$ cat config.mk
export PLATFORM = sky130hd
export DESIGN_NAME = url_percent_decode_flat
export DESIGN_NICKNAME = d
export VERILOG_FILES = /design/src/upd_pkg.sv /design/src/upd_stream_if.sv /design/src/upd_front.sv /design/src/upd_queue.sv /design/src/upd_back.sv /design/src/url_percent_decode.sv /design/src/flat_wrapper.sv
export SDC_FILE = /design/constraint.sdc
export NUM_CORES = 1
export LEC_CHECK = 0
export BUFFER_PORTS_ARGS = -buffer_cell sky130_fd_sc_hd__buf_2
export CAP_MARGIN = 20
export CELL_PAD_IN_SITES_DETAIL_PLACEMENT = 1
export CELL_PAD_IN_SITES_GLOBAL_PLACEMENT = 2
export CORE_ASPECT_RATIO = 0.7
export CORE_MARGIN = 3
export CORE_UTILIZATION = 35
export DETAILED_ROUTE_END_ITERATION = 6
export PLACE_DENSITY_LB_ADDON = 0.05
export SLEW_MARGIN = 20
export SYNTH_ARGS = -nofsm -noshare
export SYNTH_HDL_FRONTEND = slang
export SYNTH_SLANG_ARGS = --single-unit
export TNS_END_PERCENT = 1
$ cat constraint.sdc
create_clock -name clk -period 2.6 [get_ports clk]
set_input_delay 0.26 -clock clk [delete_from_list [all_inputs] [get_ports clk]]
set_output_delay 0.26 -clock clk [all_outputs]
set_load 0.02 [all_outputs]
$ cat src/upd_pkg.sv
package upd_pkg;

  localparam logic [7:0] CH_PERCENT = 8'h25;
  localparam logic [7:0] CH_PLUS    = 8'h2B;
  localparam logic [7:0] CH_SPACE   = 8'h20;

  localparam int UPD_QDEPTH = 4;

  // one classified word: one or two decoded bytes
  typedef struct packed {
    logic [7:0] b0;
    logic [7:0] b1;
    logic       two;
    logic       last;
  } upd_cmd_t;

  // {is_hex, nibble}
  function automatic logic [4:0] hex_decode(input logic [7:0] c);
    logic [4:0] r;
    r = '0;
    if (c >= 8'h30 && c <= 8'h39) begin
      r = {1'b1, c[3:0]};
    end else if ((c >= 8'h41 && c <= 8'h46) || (c >= 8'h61 && c <= 8'h66)) begin
      r = {1'b1, c[3:0] + 4'd9};
    end
    return r;
  endfunction

  function automatic logic [7:0] map_plain(input logic [7:0] c);
    return (c == CH_PLUS) ? CH_SPACE : c;
  endfunction

endpackage

$ cat src/upd_stream_if.sv
interface upd_in_if;
  logic       valid;
  logic       ready;
  logic [7:0] in_byte;
  logic       in_last;

  modport source (output valid, output in_byte, output in_last, input ready);
  modport sink   (input valid, input in_byte, input in_last, output ready);
endinterface

interface upd_out_if;
  logic       valid;
  logic       ready;
  logic [7:0] out_byte;
  logic       out_last;

  modport source (output valid, output out_byte, output out_last, input ready);
  modport sink   (input valid, input out_byte, input out_last, output ready);
endinterface

$ cat src/upd_front.sv
module upd_front (
  input  logic              clk,
  input  logic              rst_n,
  upd_in_if.sink            in_ch,
  input  logic              q_full,
  output logic              push,
  output upd_pkg::upd_cmd_t cmd
);
  import upd_pkg::*;

  localparam logic [1:0] PH_IDLE  = 2'd0;
  localparam logic [1:0] PH_PCT   = 2'd1;
  localparam logic [1:0] PH_DIGIT = 2'd2;

  logic [1:0] phase_r, phase_nxt;
  logic [7:0] held_r, held_nxt;
  logic       accept;
  logic       emit;
  logic [7:0] c;
  logic       last;
  logic [4:0] hi;
  logic [4:0] lo;

  assign in_ch.ready = !q_full;
  assign accept      = in_ch.valid && in_ch.ready;
  assign c           = in_ch.in_byte;
  assign last        = in_ch.in_last;
  assign hi          = hex_decode(held_r);
  assign lo          = hex_decode(c);
  assign push        = accept && emit;

  always_comb begin
    phase_nxt = phase_r;
    held_nxt  = held_r;
    emit      = 1'b0;
    cmd.b0    = map_plain(c);
    cmd.b1    = map_plain(c);
    cmd.two   = 1'b0;
    cmd.last  = last;
    unique case (phase_r)
      PH_PCT: begin
        if (last) begin
          // short escape at string end: literal percent
          emit      = 1'b1;
          cmd.b0    = CH_PERCENT;
          cmd.two   = 1'b1;
          phase_nxt = PH_IDLE;
        end else begin
          held_nxt  = c;
          phase_nxt = PH_DIGIT;
        end
      end
      PH_DIGIT: begin
        if (hi[4] && lo[4]) begin
          emit      = 1'b1;
          cmd.b0    = {hi[3:0], lo[3:0]};
          phase_nxt = PH_IDLE;
        end else if (held_r == CH_PERCENT) begin
          // held byte restarts an escape
          if (last) begin
            emit      = 1'b1;
            cmd.b0    = CH_PERCENT;
            cmd.two   = 1'b1;
            phase_nxt = PH_IDLE;
          end else begin
            held_nxt  = c;
            phase_nxt = PH_DIGIT;
          end
        end else begin
          emit   = 1'b1;
          cmd.b0 = map_plain(held_r);
          if (c == CH_PERCENT && !last) begin
            phase_nxt = PH_PCT;
          end else begin
            cmd.two   = 1'b1;
            phase_nxt = PH_IDLE;
          end
        end
      end
      default: begin
        if (c == CH_PERCENT && !last) begin
          phase_nxt = PH_PCT;
        end else begin
          emit      = 1'b1;
          phase_nxt = PH_IDLE;
        end
      end
    endcase
  end

  always_ff @(posedge clk) begin
    if (!rst_n) begin
      phase_r <= PH_IDLE;
    end else if (accept) begin
      phase_r <= phase_nxt;
    end
  end

  always_ff @(posedge clk) begin
    if (accept) begin
      held_r <= held_nxt;
    end
  end

endmodule

$ cat src/upd_queue.sv
module upd_queue #(
  parameter int DEPTH = upd_pkg::UPD_QDEPTH
) (
  input  logic              clk,
  input  logic              rst_n,
  input  logic              push,
  input  upd_pkg::upd_cmd_t wdata,
  output logic              full,
  input  logic              pop,
  output logic              rvalid,
  output upd_pkg::upd_cmd_t rdata
);
  import upd_pkg::*;

  localparam int PTR_W = (DEPTH > 1) ? $clog2(DEPTH) : 1;
  localparam int CNT_W = $clog2(DEPTH + 1);

  upd_cmd_t         slot_r [DEPTH];
  logic [PTR_W-1:0] wptr_r, wptr_nxt;
  logic [PTR_W-1:0] rptr_r, rptr_nxt;
  logic [CNT_W-1:0] count_r, count_nxt;

  assign full   = (count_r == CNT_W'(DEPTH));
  assign rvalid = (count_r != '0);
  assign rdata  = slot_r[rptr_r];

  always_comb begin
    wptr_nxt  = wptr_r;
    rptr_nxt  = rptr_r;
    count_nxt = count_r;
    if (push) begin
      wptr_nxt = (wptr_r == PTR_W'(DEPTH - 1)) ? '0 : wptr_r + 1'b1;
    end
    if (pop) begin
      rptr_nxt = (rptr_r == PTR_W'(DEPTH - 1)) ? '0 : rptr_r + 1'b1;
    end
    if (push && !pop) begin
      count_nxt = count_r + 1'b1;
    end else if (pop && !push) begin
      count_nxt = count_r - 1'b1;
    end
  end

  always_ff @(posedge clk) begin
    if (!rst_n) begin
      wptr_r  <= '0;
      rptr_r  <= '0;
      count_r <= '0;
    end else begin
      wptr_r  <= wptr_nxt;
      rptr_r  <= rptr_nxt;
      count_r <= count_nxt;
    end
  end

  always_ff @(posedge clk) begin
    if (push) begin
      slot_r[wptr_r] <= wdata;
    end
  end

endmodule

$ cat src/upd_back.sv
module upd_back (
  input  logic              clk,
  input  logic              rst_n,
  input  logic              q_valid,
  input  upd_pkg::upd_cmd_t q_data,
  output logic              pop,
  upd_out_if.source         out_ch
);
  import upd_pkg::*;

  logic       out_valid_r, out_valid_nxt;
  logic [7:0] out_byte_r, out_byte_nxt;
  logic       out_last_r, out_last_nxt;
  logic       sec_valid_r, sec_valid_nxt;
  logic [7:0] sec_byte_r, sec_byte_nxt;
  logic       sec_last_r, sec_last_nxt;
  logic       load;

  assign load            = !out_valid_r || out_ch.ready;
  assign pop             = load && !sec_valid_r && q_valid;
  assign out_ch.valid    = out_valid_r;
  assign out_ch.out_byte = out_byte_r;
  assign out_ch.out_last = out_last_r;

  always_comb begin
    out_valid_nxt = out_valid_r;
    out_byte_nxt  = out_byte_r;
    out_last_nxt  = out_last_r;
    sec_valid_nxt = sec_valid_r;
    sec_byte_nxt  = sec_byte_r;
    sec_last_nxt  = sec_last_r;
    if (load) begin
      if (sec_valid_r) begin
        // second byte of the previous word
        out_valid_nxt = 1'b1;
        out_byte_nxt  = sec_byte_r;
        out_last_nxt  = sec_last_r;
        sec_valid_nxt = 1'b0;
      end else if (q_valid) begin
        out_valid_nxt = 1'b1;
        out_byte_nxt  = q_data.b0;
        out_last_nxt  = q_data.last && !q_data.two;
        sec_valid_nxt = q_data.two;
        sec_byte_nxt  = q_data.b1;
        sec_last_nxt  = q_data.last;
      end else begin
        out_valid_nxt = 1'b0;
      end
    end
  end

  always_ff @(posedge clk) begin
    if (!rst_n) begin
      out_valid_r <= 1'b0;
      sec_valid_r <= 1'b0;
    end else begin
      out_valid_r <= out_valid_nxt;
      sec_valid_r <= sec_valid_nxt;
    end
  end

  always_ff @(posedge clk) begin
    out_byte_r <= out_byte_nxt;
    out_last_r <= out_last_nxt;
    sec_byte_r <= sec_byte_nxt;
    sec_last_r <= sec_last_nxt;
  end

  a_sec_behind_first: assert property (@(posedge clk) disable iff (!rst_n)
    sec_valid_r |-> out_valid_r)
    else $error("second byte pending without a first byte on the output");

  a_sec_not_last: assert property (@(posedge clk) disable iff (!rst_n)
    sec_valid_r |-> !out_last_r)
    else $error("end flag shown ahead of the pending second byte");

  a_pop_nonempty: assert property (@(posedge clk) disable iff (!rst_n)
    pop |-> q_valid && !sec_valid_r)
    else $error("queue popped while empty or while a second byte waits");

  a_two_then_sec: assert property (@(posedge clk) disable iff (!rst_n)
    pop && q_data.two |=> sec_valid_r)
    else $error("two-byte word lost its second byte");

endmodule

$ cat src/url_percent_decode.sv
// path: front stage -> command queue -> back stage output register -> out_ch
// throughput: one input word per cycle while the queue is not full; a word giving
//   two bytes holds the output for its second byte, absorbed by the command queue
// in_ch.ready drops only when the command queue is full
// reset: synchronous, active low; clears the pending escape, the queue and out_ch.valid
module url_percent_decode #(
  parameter int QDEPTH = upd_pkg::UPD_QDEPTH
) (
  input  logic      clk,
  input  logic      rst_n,
  upd_in_if.sink    in_ch,
  upd_out_if.source out_ch
);
  import upd_pkg::*;

  upd_cmd_t push_cmd;
  upd_cmd_t q_data;
  logic     push;
  logic     q_full;
  logic     q_valid;
  logic     pop;

  upd_front u_front (
    .clk    (clk),
    .rst_n  (rst_n),
    .in_ch  (in_ch),
    .q_full (q_full),
    .push   (push),
    .cmd    (push_cmd)
  );

  upd_queue #(
    .DEPTH (QDEPTH)
  ) u_queue (
    .clk    (clk),
    .rst_n  (rst_n),
    .push   (push),
    .wdata  (push_cmd),
    .full   (q_full),
    .pop    (pop),
    .rvalid (q_valid),
    .rdata  (q_data)
  );

  upd_back u_back (
    .clk     (clk),
    .rst_n   (rst_n),
    .q_valid (q_valid),
    .q_data  (q_data),
    .pop     (pop),
    .out_ch  (out_ch)
  );

endmodule

$ cat src/flat_wrapper.sv
// flat-port wrapper written by rule: the top's interface ports become plain ports
module url_percent_decode_flat import upd_pkg::*;
#(
  parameter int QDEPTH = upd_pkg::UPD_QDEPTH
)
  (clk, rst_n, in_ch_valid, in_ch_in_byte, in_ch_in_last, in_ch_ready, out_ch_valid, out_ch_out_byte, out_ch_out_last, out_ch_ready);
  upd_in_if in_ch_i ();
  upd_out_if out_ch_i ();
  input  logic clk;
  input  logic rst_n;
  input wire logic [$bits(in_ch_i.valid)-1:0] in_ch_valid;
  input wire logic [$bits(in_ch_i.in_byte)-1:0] in_ch_in_byte;
  input wire logic [$bits(in_ch_i.in_last)-1:0] in_ch_in_last;
  output wire logic [$bits(in_ch_i.ready)-1:0] in_ch_ready;
  output wire logic [$bits(out_ch_i.valid)-1:0] out_ch_valid;
  output wire logic [$bits(out_ch_i.out_byte)-1:0] out_ch_out_byte;
  output wire logic [$bits(out_ch_i.out_last)-1:0] out_ch_out_last;
  input wire logic [$bits(out_ch_i.ready)-1:0] out_ch_ready;
  assign in_ch_i.valid = in_ch_valid;
  assign in_ch_i.in_byte = in_ch_in_byte;
  assign in_ch_i.in_last = in_ch_in_last;
  assign in_ch_ready = in_ch_i.ready;
  assign out_ch_valid = out_ch_i.valid;
  assign out_ch_out_byte = out_ch_i.out_byte;
  assign out_ch_out_last = out_ch_i.out_last;
  assign out_ch_i.ready = out_ch_ready;
  url_percent_decode #(.QDEPTH(QDEPTH)) u_core (.clk(clk), .rst_n(rst_n), .in_ch(in_ch_i), .out_ch(out_ch_i));
endmodule
==> results of run 1 <==
[state kept, by name, indices dropped and copies added (netlist names), named ones only]
signal	flops
u_core.u_back.sec_valid_r	1
u_core.u_queue.slot_r	72
u_core.u_back.out_ch.out_byte	8
u_core.u_back.out_ch.valid	1
u_core.u_queue.count_r	3
u_core.u_front.held_r	8
u_core.u_queue.wptr_r	2
u_core.u_queue.rptr_r	2
u_core.u_back.out_ch.out_last	1
u_core.u_back.sec_byte_r	8
u_core.u_front.phase_r	2
u_core.u_back.sec_last_r	1
[worst register-to-register path: cells and delay by family, from the launching register on]
kind / cells / cell delay [ps]
simple gates: 2 / 450
xor+xnor: 1 / 170
compound gates: 3 / 500
flops: 1 / 370
fa+ha+maj: 3 / 780
buf+inv: 2 / 140
[per-layer routing]
layer / track usage [%] / vias up
li1: - / 1366
met1: 24.1 / 1458
met2: 23.2 / 47
met3: 3.48 / 11
met4: 3.56 / 0
met5: 0 / -
[kinds of logic (layout without fill, tap and decap cells)]
kind of cell	count (synthesis)	after routing	synth area share, %
AOI/OAI and AO/OA	50	50	7.53
muxes	34	34	11.6
buffers and inverters	33	99	2.62
adders and majority gates	16	16	4.18
DFF	111	111	64.5
and+or+nand+nor	71	71	8.71
xor gates and xnor gates	5	5	0.881
[final cells by class]
class	instances	area share (%)
well taps	185	3.90
inverters	19	1.20
clock buffers	9	3.80
clock inverters	7	1.67
multi-input cells	176	27.9
repair buffers	64	7.55
flip-flops and latches	111	54.0
[power by group through the flow]
stage | clock network, mW | logic, mW | registers [mW]
floorplan | 0 | 0.816 | 2.57
finish | 1.46 | 1.42 | 2.44
detailed placement | 0 | 1.45 | 2.49
global placement | 0 | 1.42 | 2.47
CTS | 1.52 | 1.45 | 2.45
global route | 1.59 | 1.55 | 2.47
[placed cells by master, fill, tap and decap left out, types with 5 or more instances in the layout]
master	netlist	final
clkbuf_16	0	9
o21ai_0	7	7
inv_1	18	18
edfxtp_1	98	98
a21oi_1	10	10
dfxtp_1	13	12
and2_1	6	6
nor2_1	8	8
mux4_2	18	18
mux2i_1	6	6
nor2b_1	11	11
nand2_1	14	14
mux2_2	10	10
buf_4	1	39
buf_2	2	23
nand3_1	5	5
ha_1	15	13
[worst paths after layout]
path / cells past startpoint / startpoint / endpoint / slack, ps
worst min register to register: 2 / u_core.u_back.sec_last_r / u_core.u_back.out_ch.out_last / 540
worst min-delay path: 1 / in_ch_in_byte[7] / u_core.u_front.held_r[7] / 170
worst max-delay path: 11 / u_core.u_front.held_r[1] / u_core.u_queue.count_r[2] / 120
worst max register to register: 11 / u_core.u_front.held_r[1] / u_core.u_queue.count_r[2] / 120
[through the flow]
stage / util, % / power, mW / hold slack (ps) / cells
after floorplan: - / 3.39 / 359 / 320
after global placement: 41.3 / 3.90 / 517 / 554
after detailed placement: 41.3 / 3.94 / 527 / 554
after CTS: 43.8 / 5.42 / 156 / 571
after global routing: 43.8 / 5.62 / 166 / 571
final: 43.8 / 5.32 / 170 / 571
[timing repair]
| action | in CTS | in global routing |
|---|---|---|
| resized for setup | 0 | 2 |
| setup buffers | 1 | 0 |
| hold endpoints to repair | 0 | 0 |
| pin swaps | 1 | 0 |
| setup endpoints to repair | 1 | 5 |
==> metrics.csv, run 1 <==
stage,metric,value,unit
global_routing,grt_max_degree,22,
power_and_ir_drop,p_int,3.76,mW
setup_path,cp-start-kind,flip-flop,
final_layout,nFillCells,1381,
final_layout,area_delta_synth_final,19.4,%
drt,drcViolationCount,0,
floorplanning,coreArea,13500,sq um
run,max_cap_viol_count,0,
place,hpwl,8120,microns
logic_synthesis,synth_edf_count,98,
power_and_ir_drop,switchingPower,1.57,mW
sta,period_minus_slack,2480,ps
logic_synthesis,ys_types,60,
clock_network,cts_tree,yes,
clock_network,cts_buffer_depth,2,
hold_path,hold_class,in -> reg,
power_and_ir_drop,netSwitchingFraction,29.4,%
final_layout,num_antenna_cells,0,
setup_path,endpoint_kind,flip-flop,
power_and_ir_drop,ir_worst_vdd,0.000359,V
clock_network,clock-sinks,111,
logic_synthesis,ys_ff_latch,111,
floorplanning,ioPinCount,24,
global_routing,grt_first_pass_wirelength,18600,microns
sta,finalHoldViolCount,0,
global_routing,antenna_found_initial,0,
run_status,status,completed,
power_and_ir_drop,seq_power_share,45.9,%
clock_network,path_clk_slew,80,ps
sta,period_share,95.3,%
setup_path,crit_path_top_delay_cell,edfxtp_1,
logic_synthesis,synth_top_area_share,59.2,%
power_and_ir_drop,p_leak,2.06,nW
sta,skew,9.18,ps
setup_path,cp_top_family,adder cells,
floorplanning,rows,35,
floorplanning,initial_core_util,36.7,%
sta,tightest_slew,682,ps
drt,ant_nets,0,
drt,drt_first_pass_iters,4,
final_layout,drive_above_1_share,31.6,%
setup_path,cpPeakStageDelay,370,ps
drt,wl_met2,5030,microns
sta,max_freq,0.404,GHz
sta,setup_viol,0,
logic_synthesis,syn_area_per_cell,15.5,sq um
drt,viasPerCell,5.05,
setup_path,cp.buffers_inverters,2,
logic_synthesis,yosys-top-cells-area,"edfxtp_1, mux4_2, dfxtp_1",
setup_path,cp.arrival,2760,ps
floorplanning,dieArea,15700,sq um
clock_network,cts-root-buf,clkbuf_16,
power_and_ir_drop,share_comb_of_total_power,26.7,%
place,place_area,5600,sq um
logic_synthesis,yosysTopAreaCell,edfxtp_1,
logic_synthesis,synth_common_cells,"edfxtp_1, inv_1, mux4_2",
logic_synthesis,syn_nets,349,
setup_path,worstPathMaxFanout,3,
power_and_ir_drop,p_clk_share,27.4,%
clock_network,htree_levels,3,
floorplanning,die_height,106,microns
drt,wl_per_cell,20.3,microns
drt,route.met3.wl,358,microns
setup_path,worstSetupPathType,reg -> reg,
logic_synthesis,synth_area,4970,sq um
logic_synthesis,synthCells,320,
global_routing,grt_util_all_layers,15.9,%
clock_network,hold_buffers,0,
power_and_ir_drop,power_density,897,nW/um^2
drt,drt-met1-wl,6090,microns
drt,top_layer_used,met4,
final_layout,finalInstanceArea,5930,sq um
sta,relSlewSlack,54.1,%
setup_path,required,2890,ps
sta,fin_setup_tns,0,ps
drt,vias,2882,
place,io_buffers,23,
logic_synthesis,synthArstFlopShare,0,%
drt,routed_wl,11600,microns
sta,drv_slew,0,
final_layout,layout.nets,410,
sta,setup_slack,123,ps
logic_synthesis,synth_ff_type,edfxtp_1,
drt,drtIter0Drc,205,
clock_network,insertion_delay,350,ps
place,place_ws,5.04,ps
final_layout,multiInputGateArea,1650,sq um
logic_synthesis,ys_warn_count,0,
global_routing,grt-ovfl-total,0,
global_routing,grt_pass1_vias,3129,
setup_path,crit_path_cell_trace,inv_1 -> ha_2 -> nand3b_1 -> o21ai_2 -> a311oi_4 -> ha_2 -> inv_1 -> fa_2 -> xor2_1 -> or3_1 -> a21boi_1,
floorplanning,dieWidth,148,microns
logic_synthesis,yosysMostFrequentCell,edfxtp_1,
final_layout,register_area,3200,sq um
logic_synthesis,ys_seq_area_share,64.5,%
sta,rsz0062_at_grt,false,
place,place_congestion,0.788,
clock_network,cts_buffers,9,
No activity file was read; power rests on OpenSTA's default activity.
==> inputs of run 2 (changes only) <==
--- a/config.mk
+++ b/config.mk
@@ -5,7 +5,8 @@
 export SDC_FILE = /design/constraint.sdc
 export NUM_CORES = 1
 export LEC_CHECK = 0
-export BUFFER_PORTS_ARGS = -buffer_cell sky130_fd_sc_hd__buf_2
+export ABC_AREA = 1
+export BUFFER_PORTS_ARGS = -buffer_cell sky130_fd_sc_hd__buf_4
 export CAP_MARGIN = 20
 export CELL_PAD_IN_SITES_DETAIL_PLACEMENT = 1
 export CELL_PAD_IN_SITES_GLOBAL_PLACEMENT = 2
==> run 2 against run 1 <==
  * Combinational power increased by 7%
  * Power increased by 0.93%
  * Clock skew increased by 0.55 ps
  * Routed wire length increased by 5.0%
  * Sequential cell count unchanged
  * Critical endpoint is now u_core.u_queue.count_r[1]
==> metrics.csv, run 2 <==
stage,metric,value,unit
logic_synthesis,yosysTopAreaCell,edfxtp_1,
clock_network,hold_buffers,0,
place,place_congestion,0.781,
logic_synthesis,ys_seq_area_share,63.3,%
power_and_ir_drop,ir_worst_vdd,0.000403,V
sta,setup_viol,0,
final_layout,largest_reg_flops,72,
sta,relSlewSlack,60.2,%
clock_network,htree_levels,3,
power_and_ir_drop,seq_power_share,47.2,%
setup_path,crit_path_cell_trace,inv_1 -> ha_2 -> nand3_1 -> nor2_2 -> nand2_2 -> nand2_1 -> nand3_1 -> nand2_2 -> inv_1 -> ha_1 -> inv_1 -> fa_1 -> o21ai_0 -> nor2_1,
final_layout,mostFrequentLayoutCell,edfxtp_1,
logic_synthesis,syn_area_per_cell,10.7,sq um
logic_synthesis,ys_warn_count,0,
clock_network,clock-sinks,111,
sta,tightest_slew,597,ps
final_layout,num_antenna_cells,0,
drt,viasPerCell,4.86,
sta,period_minus_slack,2410,ps
power_and_ir_drop,p_leak,2.22,nW
clock_network,cts_tree,yes,
setup_path,worstSetupPathType,reg -> reg,
drt,wl_per_cell,17.5,microns
sta,finalHoldViolCount,0,
logic_synthesis,synth_common_cells,"edfxtp_1, nor2_1, o21ai_0",
power_and_ir_drop,switchingPower,1.82,mW
drt,drtIter0Drc,150,
logic_synthesis,ys_types,36,
floorplanning,initial_core_util,36.1,%
run_status,status,completed,
setup_path,required,2840,ps
power_and_ir_drop,netSwitchingFraction,33.8,%
drt,drt_first_pass_iters,4,
clock_network,cts-root-buf,clkbuf_16,
setup_path,endpoint_kind,flip-flop,
logic_synthesis,yosysMostFrequentCell,edfxtp_1,
run,max_cap_viol_count,0,
sta,period_share,92.8,%
drt,ant_nets,0,
final_layout,layout.nets,530,
clock_network,insertion_delay,350,ps
logic_synthesis,synthArstFlopShare,0,%
logic_synthesis,synthCells,474,
final_layout,mostFrequentLayoutCells,"edfxtp_1, nor2_1, inv_1, nand2_1, o21ai_0",
logic_synthesis,yosys-top-cells-area,"edfxtp_1, nor2_1, dfxtp_1",
sta,fin_setup_tns,0,ps
logic_synthesis,syn_nets,503,
global_routing,grt_pass1_vias,3554,
logic_synthesis,synth_area,5060,sq um
sta,rsz0062_at_grt,false,
setup_path,cp.arrival,2650,ps
hold_path,hold_class,in -> reg,
drt,drcViolationCount,0,
setup_path,path_common_cell,inv_1,
logic_synthesis,synth_edf_count,98,
floorplanning,coreArea,14000,sq um
place,io_buffers,23,
global_routing,antenna_found_initial,0,
global_routing,grt_util_all_layers,16.1,%
place,dp.cells,680,
setup_path,cp.buffers_inverters,3,
final_layout,utilization,41.4,%
drt,vias,3377,
power_and_ir_drop,share_comb_of_total_power,28.3,%
place,hpwl,8480,microns
sta,max_freq,0.415,GHz
setup_path,cp-start-kind,flip-flop,
logic_synthesis,ys_ff_latch,111,
floorplanning,die_height,107,microns
clock_network,cts_buffer_depth,2,
global_routing,grt-ovfl-total,0,
power_and_ir_drop,power_density,926,nW/um^2
global_routing,grt_first_pass_wirelength,19700,microns
power_and_ir_drop,p_int,3.56,mW
floorplanning,rows,36,
clock_network,path_clk_slew,70,ps
clock_network,cts_buffers,9,
drt,routed_wl,12200,microns
logic_synthesis,synth_ff_type,edfxtp_1,
sta,skew,9.73,ps
logic_synthesis,synth_top_area_share,58.1,%
setup_path,crit_path_top_delay_cell,fa_1,
final_layout,instances_no_fill,695,
setup_path,cpPeakStageDelay,410,ps
power_and_ir_drop,power,5.37,mW
floorplanning,dieWidth,150,microns
global_routing,grt_max_degree,37,
sta,drv_slew,0,
setup_path,cp_top_family,adder cells,
power_and_ir_drop,p_clk_share,24.5,%
floorplanning,ioPinCount,24,
setup_path,worstPathMaxFanout,5,
final_layout,top_register,u_core.u_queue.slot_r,
final_layout,area_delta_synth_final,14.6,%
floorplanning,dieArea,16000,sq um
final_layout,drive_above_1_share,15.2,%
## run 2: changes by cell type after synthesis, sizes merged, moves of 6 or more
| cell | previous run | this run |
|---|---|---|
| nor2 | 8 | 91 |
| o21ai | 12 | 52 |
| nand2 | 14 | 53 |
| inv | 18 | 50 |
| nand3 | 5 | 27 |
| mux4 | 18 | 0 |
| nor2b | 11 | 0 |
| mux2 | 10 | 0 |
| o22ai | 2 | 10 |
| a31oi | 1 | 8 |
| and2 | 6 | 0 |
| mux2i | 6 | 0 |
## run 2: timing repair
item / in CTS / in global routing
resized for setup: 0 / 3
setup endpoints to repair: 0 / 2
endpoints found under the hold margin: 0 / 0
setup buffers: 0 / 0
## run 2: kinds of logic after synthesis
logic type | after synthesis | share of synthesized area, %
xor+xnor | 3 | 0.519
simple gates | 183 | 16.5
fa+ha+maj | 16 | 4.10
buf+inv | 69 | 5.34
compound gates | 92 | 10.2
flops | 111 | 63.3
## run 2: per-stage QoR
stage	hold slack [ps]	worst slack [ps]	instance area [sq um]
floorplan	359	237	5060
global placement	473	221	5510
detailed placement	480	146	5510
CTS	119	117	5800
global route	116	5.28	5800
finish	126	188	5800
## run 2: layout make-up
class | count | area [sq um]
fillers | 1546 | 8210
repair buffers | 34 | 293
clock buffers | 9 | 225
multi-input cells | 294 | 1590
inverters | 51 | 191
flip-flops and latches | 111 | 3200
clock inverters | 6 | 57.6
well taps | 190 | 238
## run 2: worst paths after layout
path	start	to	slack [ps]	cells past startpoint
worst max register to register	u_core.u_front.held_r[1]	u_core.u_queue.count_r[1]	190	14
worst min-delay path	in_ch_in_byte[1]	u_core.u_front.held_r[1]	130	1
worst max-delay path	u_core.u_front.held_r[1]	u_core.u_queue.count_r[1]	190	14
worst min register to register	u_core.u_front.phase_r[1]	u_core.u_front.phase_r[1]	490	2
## run 2: per-layer routing
layer / share of wire [%] / global-route usage [%]
met5: 0 / 0
met4: 0.36 / 2.74
met3: 2.4 / 2.92
met2: 45 / 25.3
met1: 52 / 23.7
## run 2: worst register-to-register path: stages, from the launching register on
cell      delay [ps]
edfxtp_1         400
inv_1            120
ha_2             210
nand3_1           90
nor2_2           170
nand2_2          120
nand2_1           80
nand3_1           90
nand2_2           80
inv_1             50
ha_1             170
inv_1            110
fa_1             410
o21ai_0          160
nor2_1            50
## run 2: power groups by stage
stage	logic, mW	clock network, mW	registers, mW
2_1_floorplan	0.875	0	2.65
3_3_place_gp	1.54	0	2.57
3_5_place_dp	1.55	0	2.58
4_1_cts	1.56	1.35	2.54
5_1_grt	1.72	1.43	2.58
6_report	1.52	1.32	2.54
==> inputs of run 3 (changes only) <==
==> constraint.sdc (replaced) <==
create_clock -name clk -period 2.1 [get_ports clk]
set_input_delay 0.21 -clock clk [delete_from_list [all_inputs] [get_ports clk]]
set_output_delay 0.21 -clock clk [all_outputs]
set_load 0.02 [all_outputs]
==> run 3 against run 2 <==
  * Clock-buffer cell count up 1
  * Design area up 8.0%
  * Setup slack worse by 180 ps
  * Cell count up 6.5%
  * Critical path depth unchanged
  * Routed wire length up 5.1%
  * Non-clock buffer count up 44
  * Clock power up 27%
  * Sequential cell count unchanged
  * Fmax up 15%
  * First-iteration DRC count up 44%
  * Largest cell class unchanged
  * Clock skew up 1.6 ps
==> metrics.csv, run 3 (synthesized netlist as in run 2, its figures left out) <==
stage,metric,value,unit
global_routing,grt_util_all_layers,16.8,%
clock_network,path_clk_slew,80,ps
sta,finalHoldViolCount,0,
place,dp.cells,720,
global_routing,grt_max_degree,37,
sta,hold_slack,100,ps
clock_network,htree_levels,3,
drt,ant_nets,0,
global_routing,grt_first_pass_wirelength,20500,microns
sta,rsz0062_at_grt,true,
floorplanning,dieArea,16000,sq um
drt,wl_per_cell,17.3,microns
hold_path,whs_path_depth,1,
sta,drv_slew,0,
power_and_ir_drop,p_leak,2.44,nW
sta,max_freq,0.478,GHz
clock_network,cts_buffer_depth,2,
setup_path,path_common_cell,nand2_2,
clock_network,clock-sinks,111,
final_layout,area_delta_synth_final,23.8,%
sta,relSlewSlack,61.9,%
sta,tightest_slew,571,ps
sta,skew,11.3,ps
place,io_buffers,23,
global_routing,grt_pass1_vias,3704,
setup_path,cpPeakStageDelay,430,ps
sta,period_share,99.7,%
global_routing,antenna_found_initial,0,
floorplanning,initial_core_util,36.1,%
power_and_ir_drop,ir_worst_vdd,0.000467,V
final_layout,drive_above_1_share,25.5,%
setup_path,reg2reg_slack,7,ps
floorplanning,coreArea,14000,sq um
setup_path,worstSetupPathType,reg -> reg,
clock_network,insertion_delay,350,ps
floorplanning,dieWidth,150,microns
setup_path,ff2ff_path_depth,14,
place,hpwl,9030,microns
run_status,status,completed,
drt,routed_wl,12800,microns
clock_network,cts_tree,yes,
setup_path,crit_path_cell_trace,inv_2 -> ha_4 -> nand3_4 -> nor2_4 -> nand2_2 -> nand2_2 -> nand3_2 -> nand2_2 -> inv_2 -> ha_4 -> inv_4 -> fa_2 -> o21ai_2 -> nor2_1,
setup_path,rr_startpoint,u_core.u_front.held_r[1],
final_layout,mostFrequentLayoutCell,edfxtp_1,
power_and_ir_drop,power_density,1110,nW/um^2
final_layout,top_register,u_core.u_queue.slot_r,
drt,viasPerCell,4.80,
sta,period_minus_slack,2090,ps
final_layout,largest_reg_flops,72,
final_layout,layout.nets,574,
final_layout,mostFrequentLayoutCells,"edfxtp_1, nor2_1, buf_4",
run,max_cap_viol_count,0,
floorplanning,die_height,107,microns
clock_network,cts_buffers,9,
global_routing,grt-ovfl-total,0,
final_layout,num_antenna_cells,0,
drt,drt_first_pass_iters,4,
setup_path,required,2340,ps
drt,drtIter0Drc,216,
setup_path,r2r_end,u_core.u_queue.count_r[1],
place,place_ws,-171,ps
hold_path,hold_end,u_core.u_front.held_r[3],
clock_network,cts-root-buf,clkbuf_16,
drt,drcViolationCount,0,
setup_path,worstPathMaxFanout,2,
place,place_congestion,0.807,
sta,setup_slack,7.03,ps
floorplanning,rows,36,
setup_path,cp.arrival,2330,ps
setup_path,crit_path_top_delay_cell,fa_2,
drt,vias,3550,
hold_path,min_from,in_ch_in_byte[3],
sta,setup_viol,0,
setup_path,cp-start-kind,flip-flop,
setup_path,endpoint_kind,flip-flop,
floorplanning,ioPinCount,24,
final_layout,instances_no_fill,740,
hold_path,hold_class,in -> reg,
run 3: changes by cell type in the layout (fill, tap and decap cells not counted), moves of 3 or more:
cell and change:
buf_4 +43, nand2_1 -4, nand2_2 +4, a21oi_1 -3, ha_4 +3, inv_1 -3, nand3_1 -3, o21ai_2 +3
run 3: layout make-up:
type / count / area [sq um]
Timing Repair Buffer: 78 / 636
Inverter: 51 / 196
Fill cell: 1527 / 7740
Sequential cell: 111 / 3200
Multi-Input combinational cell: 294 / 1710
Tap cell: 190 / 238
Clock buffer: 10 / 229
Clock inverter: 6 / 57.6
run 3: worst max-delay path: cells and delay by family (launching register included):
kind	cells	cell delay (ps)
flip-flops	1	410
AND/OR/NAND/NOR	7	520
buffers and inverters	3	200
AO/OA/AOI/OAI	1	120
adder cells (fa/ha/maj)	3	740
run 3: repair_timing:
item | CTS | global route
setup buffers | 1 | 3
setup endpoints to repair | 6 | 39
pin swaps | 2 | 12
gates cloned | 0 | 0
hold buffers | 0 | 0
resized for setup | 14 | 18
run 3: worst max-delay path by stage:
stage	from	to	slack, ps	cells after the start
after floorplan	u_core.u_front.phase_r[0]	u_core.u_queue.slot_r[0][0]	-260	7
after global placement	u_core.u_front.held_r[0]	u_core.u_queue.count_r[2]	-110	15
after detailed placement	u_core.u_front.held_r[1]	u_core.u_queue.count_r[1]	-170	14
after CTS	u_core.u_front.held_r[1]	u_core.u_queue.count_r[1]	-60	14
after global routing	u_core.u_front.held_r[1]	u_core.u_queue.count_r[1]	-130	14
final	u_core.u_front.held_r[1]	u_core.u_queue.count_r[1]	7	14
run 3: routing by layer:
| metal | up-vias | track usage, % | routed length (microns) |
|---|---|---|---|
| li1 | 1776 | - | - |
| met1 | 1721 | 24.3 | 6430 |
| met2 | 46 | 27.0 | 5770 |
| met3 | 7 | 2.87 | 505 |
| met4 | 0 | 3.13 | 95 |
| met5 | - | 0 | 0 |
run 3: where the power goes:
group / switching [mW] / internal [mW] / leakage, nW
sequential: 0.139 / 2.98 / 1.02
clock: 0.827 / 0.839 / 0.142
combinational: 1.38 / 0.781 / 1.28
total: 2.34 / 4.60 / 2.44
run 3: per-stage QoR:
stage / utilization [%] / cell area [sq um] / total power, mW / TNS (ps)
after CTS: 44.0 / 6160 / 6.94 / -109
after global placement: 41.6 / 5830 / 5.19 / -134
after floorplan: - / 5060 / 4.36 / -19330
final: 44.7 / 6270 / 6.94 / 0
after global routing: 44.7 / 6270 / 7.40 / -587
after detailed placement: 41.6 / 5830 / 5.24 / -321
